$ cat src/design/assert_macros.svh
// assertion macros shared by the ray versus cylinder design
// needs clk and rst_n in the scope of each use
`ifndef ASSERT_MACROS_SVH
`define ASSERT_MACROS_SVH

// consequent checked in the same cycle as the antecedent
`define ASSERT_SAME_CYCLE(label, ante, cons, msg) \
    label: assert property (@(posedge clk) disable iff (!rst_n) (ante) |-> (cons)) \
        else $error(msg);

// consequent checked in the cycle after the antecedent
`define ASSERT_NEXT_CYCLE(label, ante, cons, msg) \
    label: assert property (@(posedge clk) disable iff (!rst_n) (ante) |=> (cons)) \
        else $error(msg);

`endif

$ cat src/design/rci_pkg.sv
// shared types, constants and saturating fixed point helpers for the
// ray versus cylinder pipeline; no dependencies
package rci_pkg;

    localparam int FRAC_BITS = 16;

    // wide signed width used for exact intermediate sums
    localparam int SW = 66;
    // width of a product after the fraction shift
    localparam int PW = 64 - FRAC_BITS;

    // square root unit: two root bits per stage
    localparam int SQRT_ROOT_W = 2 * ((31 + FRAC_BITS + 3) / 4);
    localparam int SQRT_RAD_W  = 2 * SQRT_ROOT_W;
    localparam int SQRT_STAGES = SQRT_ROOT_W / 2;

    // divider: two quotient bits per stage
    localparam int DIV_STAGES = (32 + FRAC_BITS + 1) / 2;
    localparam int DIV_N_W    = 2 * DIV_STAGES;

    typedef logic signed [31:0] word_t;
    typedef logic signed [17:0] axis_t;

    typedef enum logic [2:0] {
        REG_AXIS_X   = 3'd0,
        REG_AXIS_Y   = 3'd1,
        REG_AXIS_Z   = 3'd2,
        REG_CENTER_X = 3'd3,
        REG_CENTER_Y = 3'd4,
        REG_CENTER_Z = 3'd5,
        REG_RADIUS_SQ = 3'd6
    } reg_index_t;

    typedef struct packed {
        word_t ox;
        word_t oy;
        word_t oz;
        word_t dx;
        word_t dy;
        word_t dz;
        word_t tlo;
        word_t thi;
    } ray_t;

    typedef struct packed {
        axis_t       ax;
        axis_t       ay;
        axis_t       az;
        word_t       cx;
        word_t       cy;
        word_t       cz;
        logic [30:0] r2;
    } cfg_t;

    typedef struct packed {
        ray_t  ray;
        word_t ocv;
        word_t nb;
        word_t den;
        logic  noroot;
    } quad_t;

    typedef struct packed {
        ray_t  ray;
        word_t ocv;
        word_t t;
        logic  hit;
    } sel_t;

    typedef struct packed {
        logic  hit;
        word_t t;
        word_t px;
        word_t py;
        word_t pz;
        word_t nx;
        word_t ny;
        word_t nz;
    } surf_t;

    localparam logic signed [SW-1:0] W_MAX = SW'(2147483647);
    localparam logic signed [SW-1:0] W_MIN = -W_MAX - 1;
    localparam logic signed [SW-1:0] N_MAX = SW'(131071);
    localparam logic signed [SW-1:0] N_MIN = -N_MAX - 1;

    function automatic logic signed [SW-1:0] wide(input word_t x);
        return SW'(x);
    endfunction

    function automatic word_t sat32(input logic signed [SW-1:0] v);
        if (v > W_MAX) begin
            return word_t'(W_MAX);
        end
        if (v < W_MIN) begin
            return word_t'(W_MIN);
        end
        return word_t'(v);
    endfunction

    function automatic axis_t clamp18(input logic signed [SW-1:0] v);
        if (v > N_MAX) begin
            return axis_t'(N_MAX);
        end
        if (v < N_MIN) begin
            return axis_t'(N_MIN);
        end
        return axis_t'(v);
    endfunction

    function automatic word_t axis_w(input axis_t a);
        return word_t'(a);
    endfunction

    function automatic word_t add_sat(input word_t a, input word_t b);
        return sat32(wide(a) + wide(b));
    endfunction

    function automatic word_t sub_sat(input word_t a, input word_t b);
        return sat32(wide(a) - wide(b));
    endfunction

    function automatic word_t dbl_sat(input word_t a);
        return sat32(wide(a) <<< 1);
    endfunction

    function automatic word_t quad_sat(input word_t a);
        return sat32(wide(a) <<< 2);
    endfunction

    function automatic word_t neg_sat(input word_t a);
        return sat32(-wide(a));
    endfunction

    // exact product, floor shifted by the fraction bits
    function automatic logic signed [PW-1:0] pshift(input word_t a, input word_t b);
        logic signed [63:0] p;
        p = 64'(a) * 64'(b);
        return PW'(p >>> FRAC_BITS);
    endfunction

    function automatic word_t fmul(input word_t a, input word_t b);
        return sat32(SW'(pshift(a, b)));
    endfunction

    function automatic word_t dot3(input logic signed [PW-1:0] p0,
                                   input logic signed [PW-1:0] p1,
                                   input logic signed [PW-1:0] p2);
        return sat32(SW'(p0) + SW'(p1) + SW'(p2));
    endfunction

    // square root unit takes zero for non-positive words
    function automatic logic [30:0] sqrt_arg(input word_t x);
        return (x > 0) ? x[30:0] : 31'd0;
    endfunction

    function automatic logic signed [SW-1:0] quot_signed(input logic [DIV_N_W-1:0] q,
                                                         input logic neg);
        logic signed [SW-1:0] v;
        v = $signed(SW'(q));
        return neg ? -v : v;
    endfunction

endpackage

$ cat src/design/rci_sqrt_pipe.sv
// pipelined restoring square root, floor(sqrt(arg << FRAC_BITS))
// depends on rci_pkg; two root bits resolved per stage
module rci_sqrt_pipe (
    input  logic                             clk,
    input  logic                             en,
    input  logic [30:0]                      arg,
    output logic [rci_pkg::SQRT_ROOT_W-1:0]  root
);

    localparam int RW = rci_pkg::SQRT_ROOT_W;
    localparam int AW = rci_pkg::SQRT_RAD_W;
    localparam int NS = rci_pkg::SQRT_STAGES;

    typedef struct packed {
        logic [RW+1:0] rem;
        logic [RW-1:0] root;
        logic [AW-1:0] rad;
    } sq_t;

    function automatic sq_t sq_step(input sq_t s_in);
        logic [RW+1:0] rem;
        logic [RW+1:0] trial;
        sq_t           s;
        s = s_in;
        for (int i = 0; i < 2; i++) begin
            rem   = {s.rem[RW-1:0], s.rad[AW-1 -: 2]};
            s.rad = s.rad << 2;
            trial = {s.root, 2'b01};
            if (rem >= trial) begin
                s.rem  = rem - trial;
                s.root = {s.root[RW-2:0], 1'b1};
            end
            else begin
                s.rem  = rem;
                s.root = {s.root[RW-2:0], 1'b0};
            end
        end
        return s;
    endfunction

    sq_t init;
    sq_t st_reg [NS];

    always_comb
    begin
        init.rem  = '0;
        init.root = '0;
        init.rad  = AW'({arg, {rci_pkg::FRAC_BITS{1'b0}}});
    end

    always_ff @(posedge clk)
    begin
        if (en)
        begin
            st_reg[0] <= sq_step(init);
            for (int i = 1; i < NS; i++) begin
                st_reg[i] <= sq_step(st_reg[i-1]);
            end
        end
    end

    assign root = st_reg[NS-1].root;

endmodule

$ cat config.mk
export PLATFORM = sky130hd
export DESIGN_NAME = rci_sqrt_pipe
export DESIGN_NICKNAME = d
export VERILOG_FILES = /design/src/design/assert_macros.svh /design/src/design/rci_pkg.sv /design/src/design/rci_sqrt_pipe.sv
export SDC_FILE = /design/constraint.sdc
export NUM_CORES = 1
export LEC_CHECK = 0
export ABC_AREA = 1
export BUFFER_PORTS_ARGS = -buffer_cell sky130_fd_sc_hd__buf_2
export CORE_ASPECT_RATIO = 0.5
export CORE_MARGIN = 5
export CORE_UTILIZATION = 53
export CTS_CLUSTER_SIZE = 25
export DETAILED_ROUTE_END_ITERATION = 10
export GPL_TIMING_DRIVEN = 0
export PLACE_DENSITY_LB_ADDON = 0.12
export SETUP_SLACK_MARGIN = 0.5
export SYNTH_ARGS = -nofsm -noshare
export SYNTH_HDL_FRONTEND = slang
export SYNTH_SLANG_ARGS = --single-unit
export TNS_END_PERCENT = 30
$ cat constraint.sdc
create_clock -name clk -period 5.5 [get_ports clk]
set_clock_uncertainty 0.05 [all_clocks]
set_input_delay 0.825 -clock clk [delete_from_list [all_inputs] [get_ports clk]]
set_output_delay 0.825 -clock clk [all_outputs]
set_load 0.03 [all_outputs]
==> flow_summary.yaml, run 1 <==
status:
  outcome: "finished, final reports clean"
yosys:
  synth.top_cell.area_share: 0.370
  synth_fa_ha_area_frac: 0.0934
  postSynthNetCount: 5997
  synthXorXnorAreaFrac: 0.0504
  yosysWarnings: 0
  yosys.area_share.simple: 0.307
  ys_seq_area_frac: 0.370
  yosysTopAreaCell: "edfxtp_1"
  synth_cell_types: 59
  muxShareOfSynthArea: 0
  synth_area_leaders: "edfxtp_1 (37%), nand2_1 (16%), ha_1 (9.1%)"
  synth_flop_cell: "edfxtp_1"
  synth_cells: 5658
  postSynth.asyncResetShare: 0
  ys_seq_elements: 510
  synth_compound_area_frac: 0.0910
  synth_edf_count: 510
  netlist_area_mm2: 0.0414
  syn_avg_cell_area_um2: 7.32
  synth_top_family_by_area: "simple AND/OR/NAND/NOR gates"
routing:
  drt_pre_antenna_iters: 6
  viasPerCell: 5.42
  routed_wl_um: 116000
  drt.antenna.violating_nets: 0
  drc_errors: 0
  wl_per_cell_um: 16.8
  vias: 37200
  drt-initial-drc-count: 2995
sta:
  setup_violations: 0
  hold_viol: 0
  worst_slack_ns: 0.697
  rsz0062_at_grt: "true"
  min_period_over_period: 0.873
  clock.fmax_ghz: 0.208
  setup_tns_ns: 0
  fin_crit_ns: 4.80
  maxSlewViolCount: 0
  relSlewSlack: 0.519
  worst_pin_slew_ns: 0.722
pwr:
  total_power_mw: 20.8
  peakVddDrop_mv: 0.334
  power_leakage_nw: 21.4
  powerDensity_mw_per_mm2: 460
placement:
  io_buffers: 56
  dp.cells: 6754
  dpl.hpwl_um: 94100
  pre_cts_ws_ns: -0.541
  gp_congestion: 0.954
final_layout:
  areaGrowthSynthToFinish_pct: 9.37
  layout.cells.most_common: "nand2_1"
  nNetsFinal: 6127
  n_antenna_cell: 0
  num-fill-cells: 7382
  stdcell_count: 6863
  largest_register_ffs: 510
  final_cell_mix: "nand2_1 (1752), inv_1 (799), edfxtp_1 (510)"
  utilization: 0.585
  drive_gt1_frac: 0.0714
floorplan:
  initial_core_util: 0.535
  die_w_um: 405
  dieArea_mm2: 0.0841
  dieHeight_um: 208
  pin_count: 57
  coreArea_mm2: 0.0774
  row_count: 72
global_routing:
  grt_usage: 0.267
  grt_pass1_wl_um: 182000
  grt_remaining_overflow: 0
  grt_max_degree: 133
  antenna_found_initial: 0
  grt_pass1_vias: 34500
critical_path:
  cpMostUsedCell: "nand2_1"
  crit_path_max_fanout: 11
  worst-setup-path-type: "reg2reg"
  max_stage_delay_ns: 0.52
  cp-end-kind: "register"
  r2r_setup_slack_ns: 0.70
  slowest_stage: "o21ai_0"
  crit_chain: "inv_1, ha_2, fa_1, nand2_1, o21ai_1, nand2_1, nand2_1, nand2_2, nand3_4, buf_6, inv_2, buf_4, nand2_1, nand2_1, ha_1, a21oi_2, o21bai_1, a21oi_2, o21ai_0, a31oi_1, o21ai_0, xnor2_1, o21ai_1"
  critPathLaunchType: "register"
  cp_data_required_time_ns: 5.80
  crit_arrival_ns: 5.10
clocking:
  cts_max_path_buffers: 3
  postCtsHoldBufs: 0
  path_clk_slew_ns: 0.07
  cts_max_level: 2
  cts_tree: "yes"
  cts_made_buffers: 50
  clk_latency_ns: 0.63
  clock_sinks: 510
  cts-root-buf: "clkbuf_16"
hold_path:
  min_path_type: "in2reg"
job:
  drv_cap: 0
-- cell type report --
class                   count  area (um2)  share of cell area
well taps                1036        1300              0.0286
repair buffers             78         536              0.0118
clock inverters            30         414             0.00915
plain buffers              95         657              0.0145
multi-input cells        4233       22700               0.500
flip-flops and latches    510       15300               0.338
clock buffers              61        1310              0.0290
inverters                 820        3080              0.0681
-- cell families (layout without fill, tap and decap cells) --
logic type,Yosys count,in the layout
flops,510,510
xor+xnor,238,238
compound gates,690,690
simple gates,2999,2999
fa+ha+maj,306,306
buf+inv,915,1084
-- report_power, final --
group | leakage (nW) | switching (mW) | total (mW) | internal (mW)
logic | 15.8 | 7.28 | 11.1 | 3.79
clock network | 0.846 | 1.60 | 3.74 | 2.14
registers | 4.82 | 0.625 | 6.03 | 5.41
-- stage by stage --
| step | hold slack [ns] | area [um2] |
|---|---|---|
| global route | 0.290 | 45300 |
| global placement | 0.351 | 43000 |
| finish | 0.329 | 45300 |
| floorplan | 0.350 | 41400 |
| CTS | 0.283 | 44900 |
| detailed placement | 0.355 | 43100 |
-- cell usage after synthesis, types with 6 or more instances --
master,number
a211oi_1,10
a21boi_0,14
a21o_1,10
a21oi_1,284
a21oi_2,6
a31oi_1,11
buf_2,18
buf_4,36
buf_6,9
clkbuf_1,29
edfxtp_1,510
ha_1,301
inv_1,803
inv_2,15
nand2_1,1757
nand2_2,24
nand3_1,420
nand3_2,15
nand3b_1,19
nand4_1,122
nor2_1,508
nor2_2,25
nor2_4,11
nor3_1,50
nor4_1,11
o21a_1,13
o21ai_0,269
o21ai_1,21
o21bai_1,25
o31ai_1,7
or2_2,17
xnor2_1,91
xor2_1,147
-- critical path: cells and delay by family (launching register included) --
kind | cells | cell delay, ns
and+or+nand+nor | 7 | 0.73
buffers and inverters | 4 | 0.54
adders and majority gates | 3 | 0.83
xor gates and xnor gates | 1 | 0.17
AOI/OAI and AO/OA | 8 | 1.84
DFF | 1 | 0.38
-- worst paths after layout --
kind | startpoint | to | depth (start not counted)
setup / recovery | st_reg[1][326]$_DFFE_PP_ | st_reg[2][83]$_DFFE_PP_ | 23
hold / removal | arg[18] | st_reg[0][34]$_DFFE_PP_ | 1
setup reg to reg | st_reg[1][326]$_DFFE_PP_ | st_reg[2][83]$_DFFE_PP_ | 23
hold reg to reg | st_reg[0][128]$_DFFE_PP_ | st_reg[0][226]$_DFFE_PP_ | 0
-- routing by layer --
| metal | track usage | wire [um] | up-vias |
|---|---|---|---|
| li1 | - | - | 18900 |
| met1 | 0.372 | 54000 | 17200 |
| met4 | 0.0577 | 2470 | 0 |
| met3 | 0.0385 | 6130 | 155 |
| met5 | 0 | 0 | - |
| met2 | 0.446 | 53000 | 949 |
-- what timing repair did --
item | 4_1_cts | 5_1_grt
buffers inserted | 1 | 17
pin swaps | 0 | 11
endpoints found under the setup margin | 97 | 139
resized for setup | 43 | 106
Power figures use the tool's default switching activity.
==> run 2: changes to the inputs <==
Settings changed: ABC_AREA 1 to unset.
==> flow_summary.yaml, run 2 <==
final_layout:
  layout.cells.most_common: "edfxtp_1"
  final_cell_mix: "edfxtp_1 (510), nor2_1 (280), ha_1 (243)"
  fin_area_mm2: 0.0437
  n_antenna_cell: 0
  utilization: 0.650
  largest_register_ffs: 510
  areaGrowthSynthToFinish_pct: 20.7
  drive_gt1_frac: 0.218
  stdcell_count: 4845
  nNetsFinal: 4248
pwr:
  power_leakage_nw: 17.3
  powerDensity_mw_per_mm2: 464
  peakVddDrop_mv: 0.264
  total_power_mw: 20.3
clocking:
  cts-root-buf: "clkbuf_16"
  cts_max_level: 2
  clock_sinks: 510
  cts_made_buffers: 50
  clk_latency_ns: 0.63
  cts_tree: "yes"
  cts_max_path_buffers: 3
  path_clk_slew_ns: 0.07
critical_path:
  worst-setup-path-type: "reg2reg"
  cpMostUsedCell: "a21o_1"
  critPathLaunchType: "register"
  crit_arrival_ns: 6.36
  cp-end-kind: "register"
  cp_data_required_time_ns: 5.81
  rr_startpoint: "st_reg[2][162]$_SDFFCE_PP0P_"
  crit_path_max_fanout: 8
  max_stage_delay_ns: 0.43
  cp-startpoint: "st_reg[2][162]$_SDFFCE_PP0P_"
  slowest_stage: "edfxtp_1"
yosys:
  synth_flop_cell: "edfxtp_1"
  netlist_area_mm2: 0.0362
  synthTopCellsByCount: "edfxtp_1 (510), ha_1 (301), nor2_1 (300), a21oi_1 (264), inv_1 (251)"
  synth.top_cell.area_share: 0.423
  yosysTopAreaCell: "edfxtp_1"
  syn_avg_cell_area_um2: 10.1
  synth_area_leaders: "edfxtp_1 (42%), ha_1 (10%), xnor2_1 (5.5%)"
  synth_edf_count: 510
  synthMostInstantiatedCell: "edfxtp_1"
  ys_seq_elements: 510
  postSynthNetCount: 3937
  synth_cells: 3598
  synth_cell_types: 98
  yosysWarnings: 0
  ys_seq_area_frac: 0.423
  postSynth.asyncResetShare: 0
global_routing:
  grt_usage: 0.235
  antenna_found_initial: 0
  grt_pass1_vias: 27900
  grt_max_degree: 128
  grt_remaining_overflow: 0
  grt_pass1_wl_um: 142000
hold_path:
  hp-start: "arg[27]"
  min_path_type: "in2reg"
placement:
  dpl.hpwl_um: 67500
  gp_congestion: 0.921
  pre_cts_ws_ns: -1.93
  dpl_cell_area_mm2: 0.0380
  dp.cells: 4555
  io_buffers: 56
job:
  drv_cap: 0
floorplan:
  die_w_um: 380
  dieHeight_um: 195
  row_count: 67
  initial_core_util: 0.538
  dieArea_mm2: 0.0740
  coreArea_mm2: 0.0673
  pin_count: 57
routing:
  drc_errors: 0
  wirelength_met1_um: 36700
  dr_wl_met3_um: 3120
  wl_per_cell_um: 19.0
  highest_layer: "met4"
  routed_wl_um: 92100
  drt.antenna.violating_nets: 0
  vias: 28500
  drt-initial-drc-count: 1670
  viasPerCell: 5.88
  wl_met2_um: 47000
  drt_pre_antenna_iters: 7
sta:
  clock.fmax_ghz: 0.165
  setup_violations: 68
  worst_slack_ns: -0.547
  rsz0062_at_grt: "true"
  min_period_over_period: 1.10
  maxSlewViolCount: 0
  fin_crit_ns: 6.05
  worst_pin_slew_ns: 1.03
  fin_hold_ws_ns: 0.320
  relSlewSlack: 0.306
  hold_viol: 0
  setup_tns_ns: -22.50
status:
  outcome: "complete, but fails checks"
  failed_checks: "negative setup slack"
[run 2: changes by cell type after synthesis, sizes merged, moves of 88 or more]
cell / previous run / this run
a21o: 10 / 101
nand3: 438 / 73
nor2: 544 / 301
mux2: 0 / 88
xnor2: 91 / 230
inv: 818 / 254
o21ai: 293 / 157
nand2: 1782 / 221
[run 2: cell families (layout without fill, tap and decap cells)]
kind of cell	count (synthesis)	after routing	share of synthesized area
compound gates	877	877	0.159
mux	94	94	0.0294
flops	510	510	0.423
xor+xnor	347	347	0.0841
simple gates	1103	1103	0.157
buf+inv	361	711	0.0410
fa+ha+maj	306	306	0.107
[run 2: layer usage]
metal,GRT usage,up-vias
met3,0.0291,253
met5,0,-
li1,-,14000
met2,0.446,636
met1,0.262,13700
met4,0.111,0
[run 2: worst max-delay path, delay by kind of cell, from the launching register on]
kind                       cells  cell delay [ns]
muxes                          2             0.48
buffers and inverters          5             0.71
and+or+nand+nor                4             0.51
DFF                            1             0.43
AOI/OAI and AO/OA             14             2.76
adders and majority gates      3             0.84
[run 2: where the power goes]
group / internal, mW / leakage [nW] / total, mW / switching (mW)
clock network: 1.90 / 0.770 / 3.43 / 1.52
logic: 5.23 / 11.7 / 10.9 / 5.64
registers: 5.39 / 4.82 / 5.98 / 0.581
[run 2: path summary, 6_finish.rpt]
kind	end	slack, ns	cells after the start
worst max register to register	st_reg[2][278]$_DFFE_PP_	-0.55	28
worst min register to register	st_reg[0][228]$_DFFE_PP_	0.36	0
worst min-delay path	st_reg[0][43]$_DFFE_PP_	0.32	1
worst max-delay path	st_reg[2][278]$_DFFE_PP_	-0.55	28
[run 2: area by class of cell]
cell class | count | area, um2
multi-input combinational | 2727 | 21500
sequential | 510 | 15300
timing repair buffer | 259 | 2170
clock buffer | 55 | 1270
buffer | 107 | 991
fill | 5279 | 23600
clock inverter | 36 | 325
inverter | 254 | 982
tap | 897 | 1120
[run 2: repair_timing]
item                                    CTS  global route
endpoints found under the setup margin  218           224
pin swaps                                90           178
hold buffers                              0             0
cloned                                    2             4
setup buffers                            86           107
resized for setup                       260           319
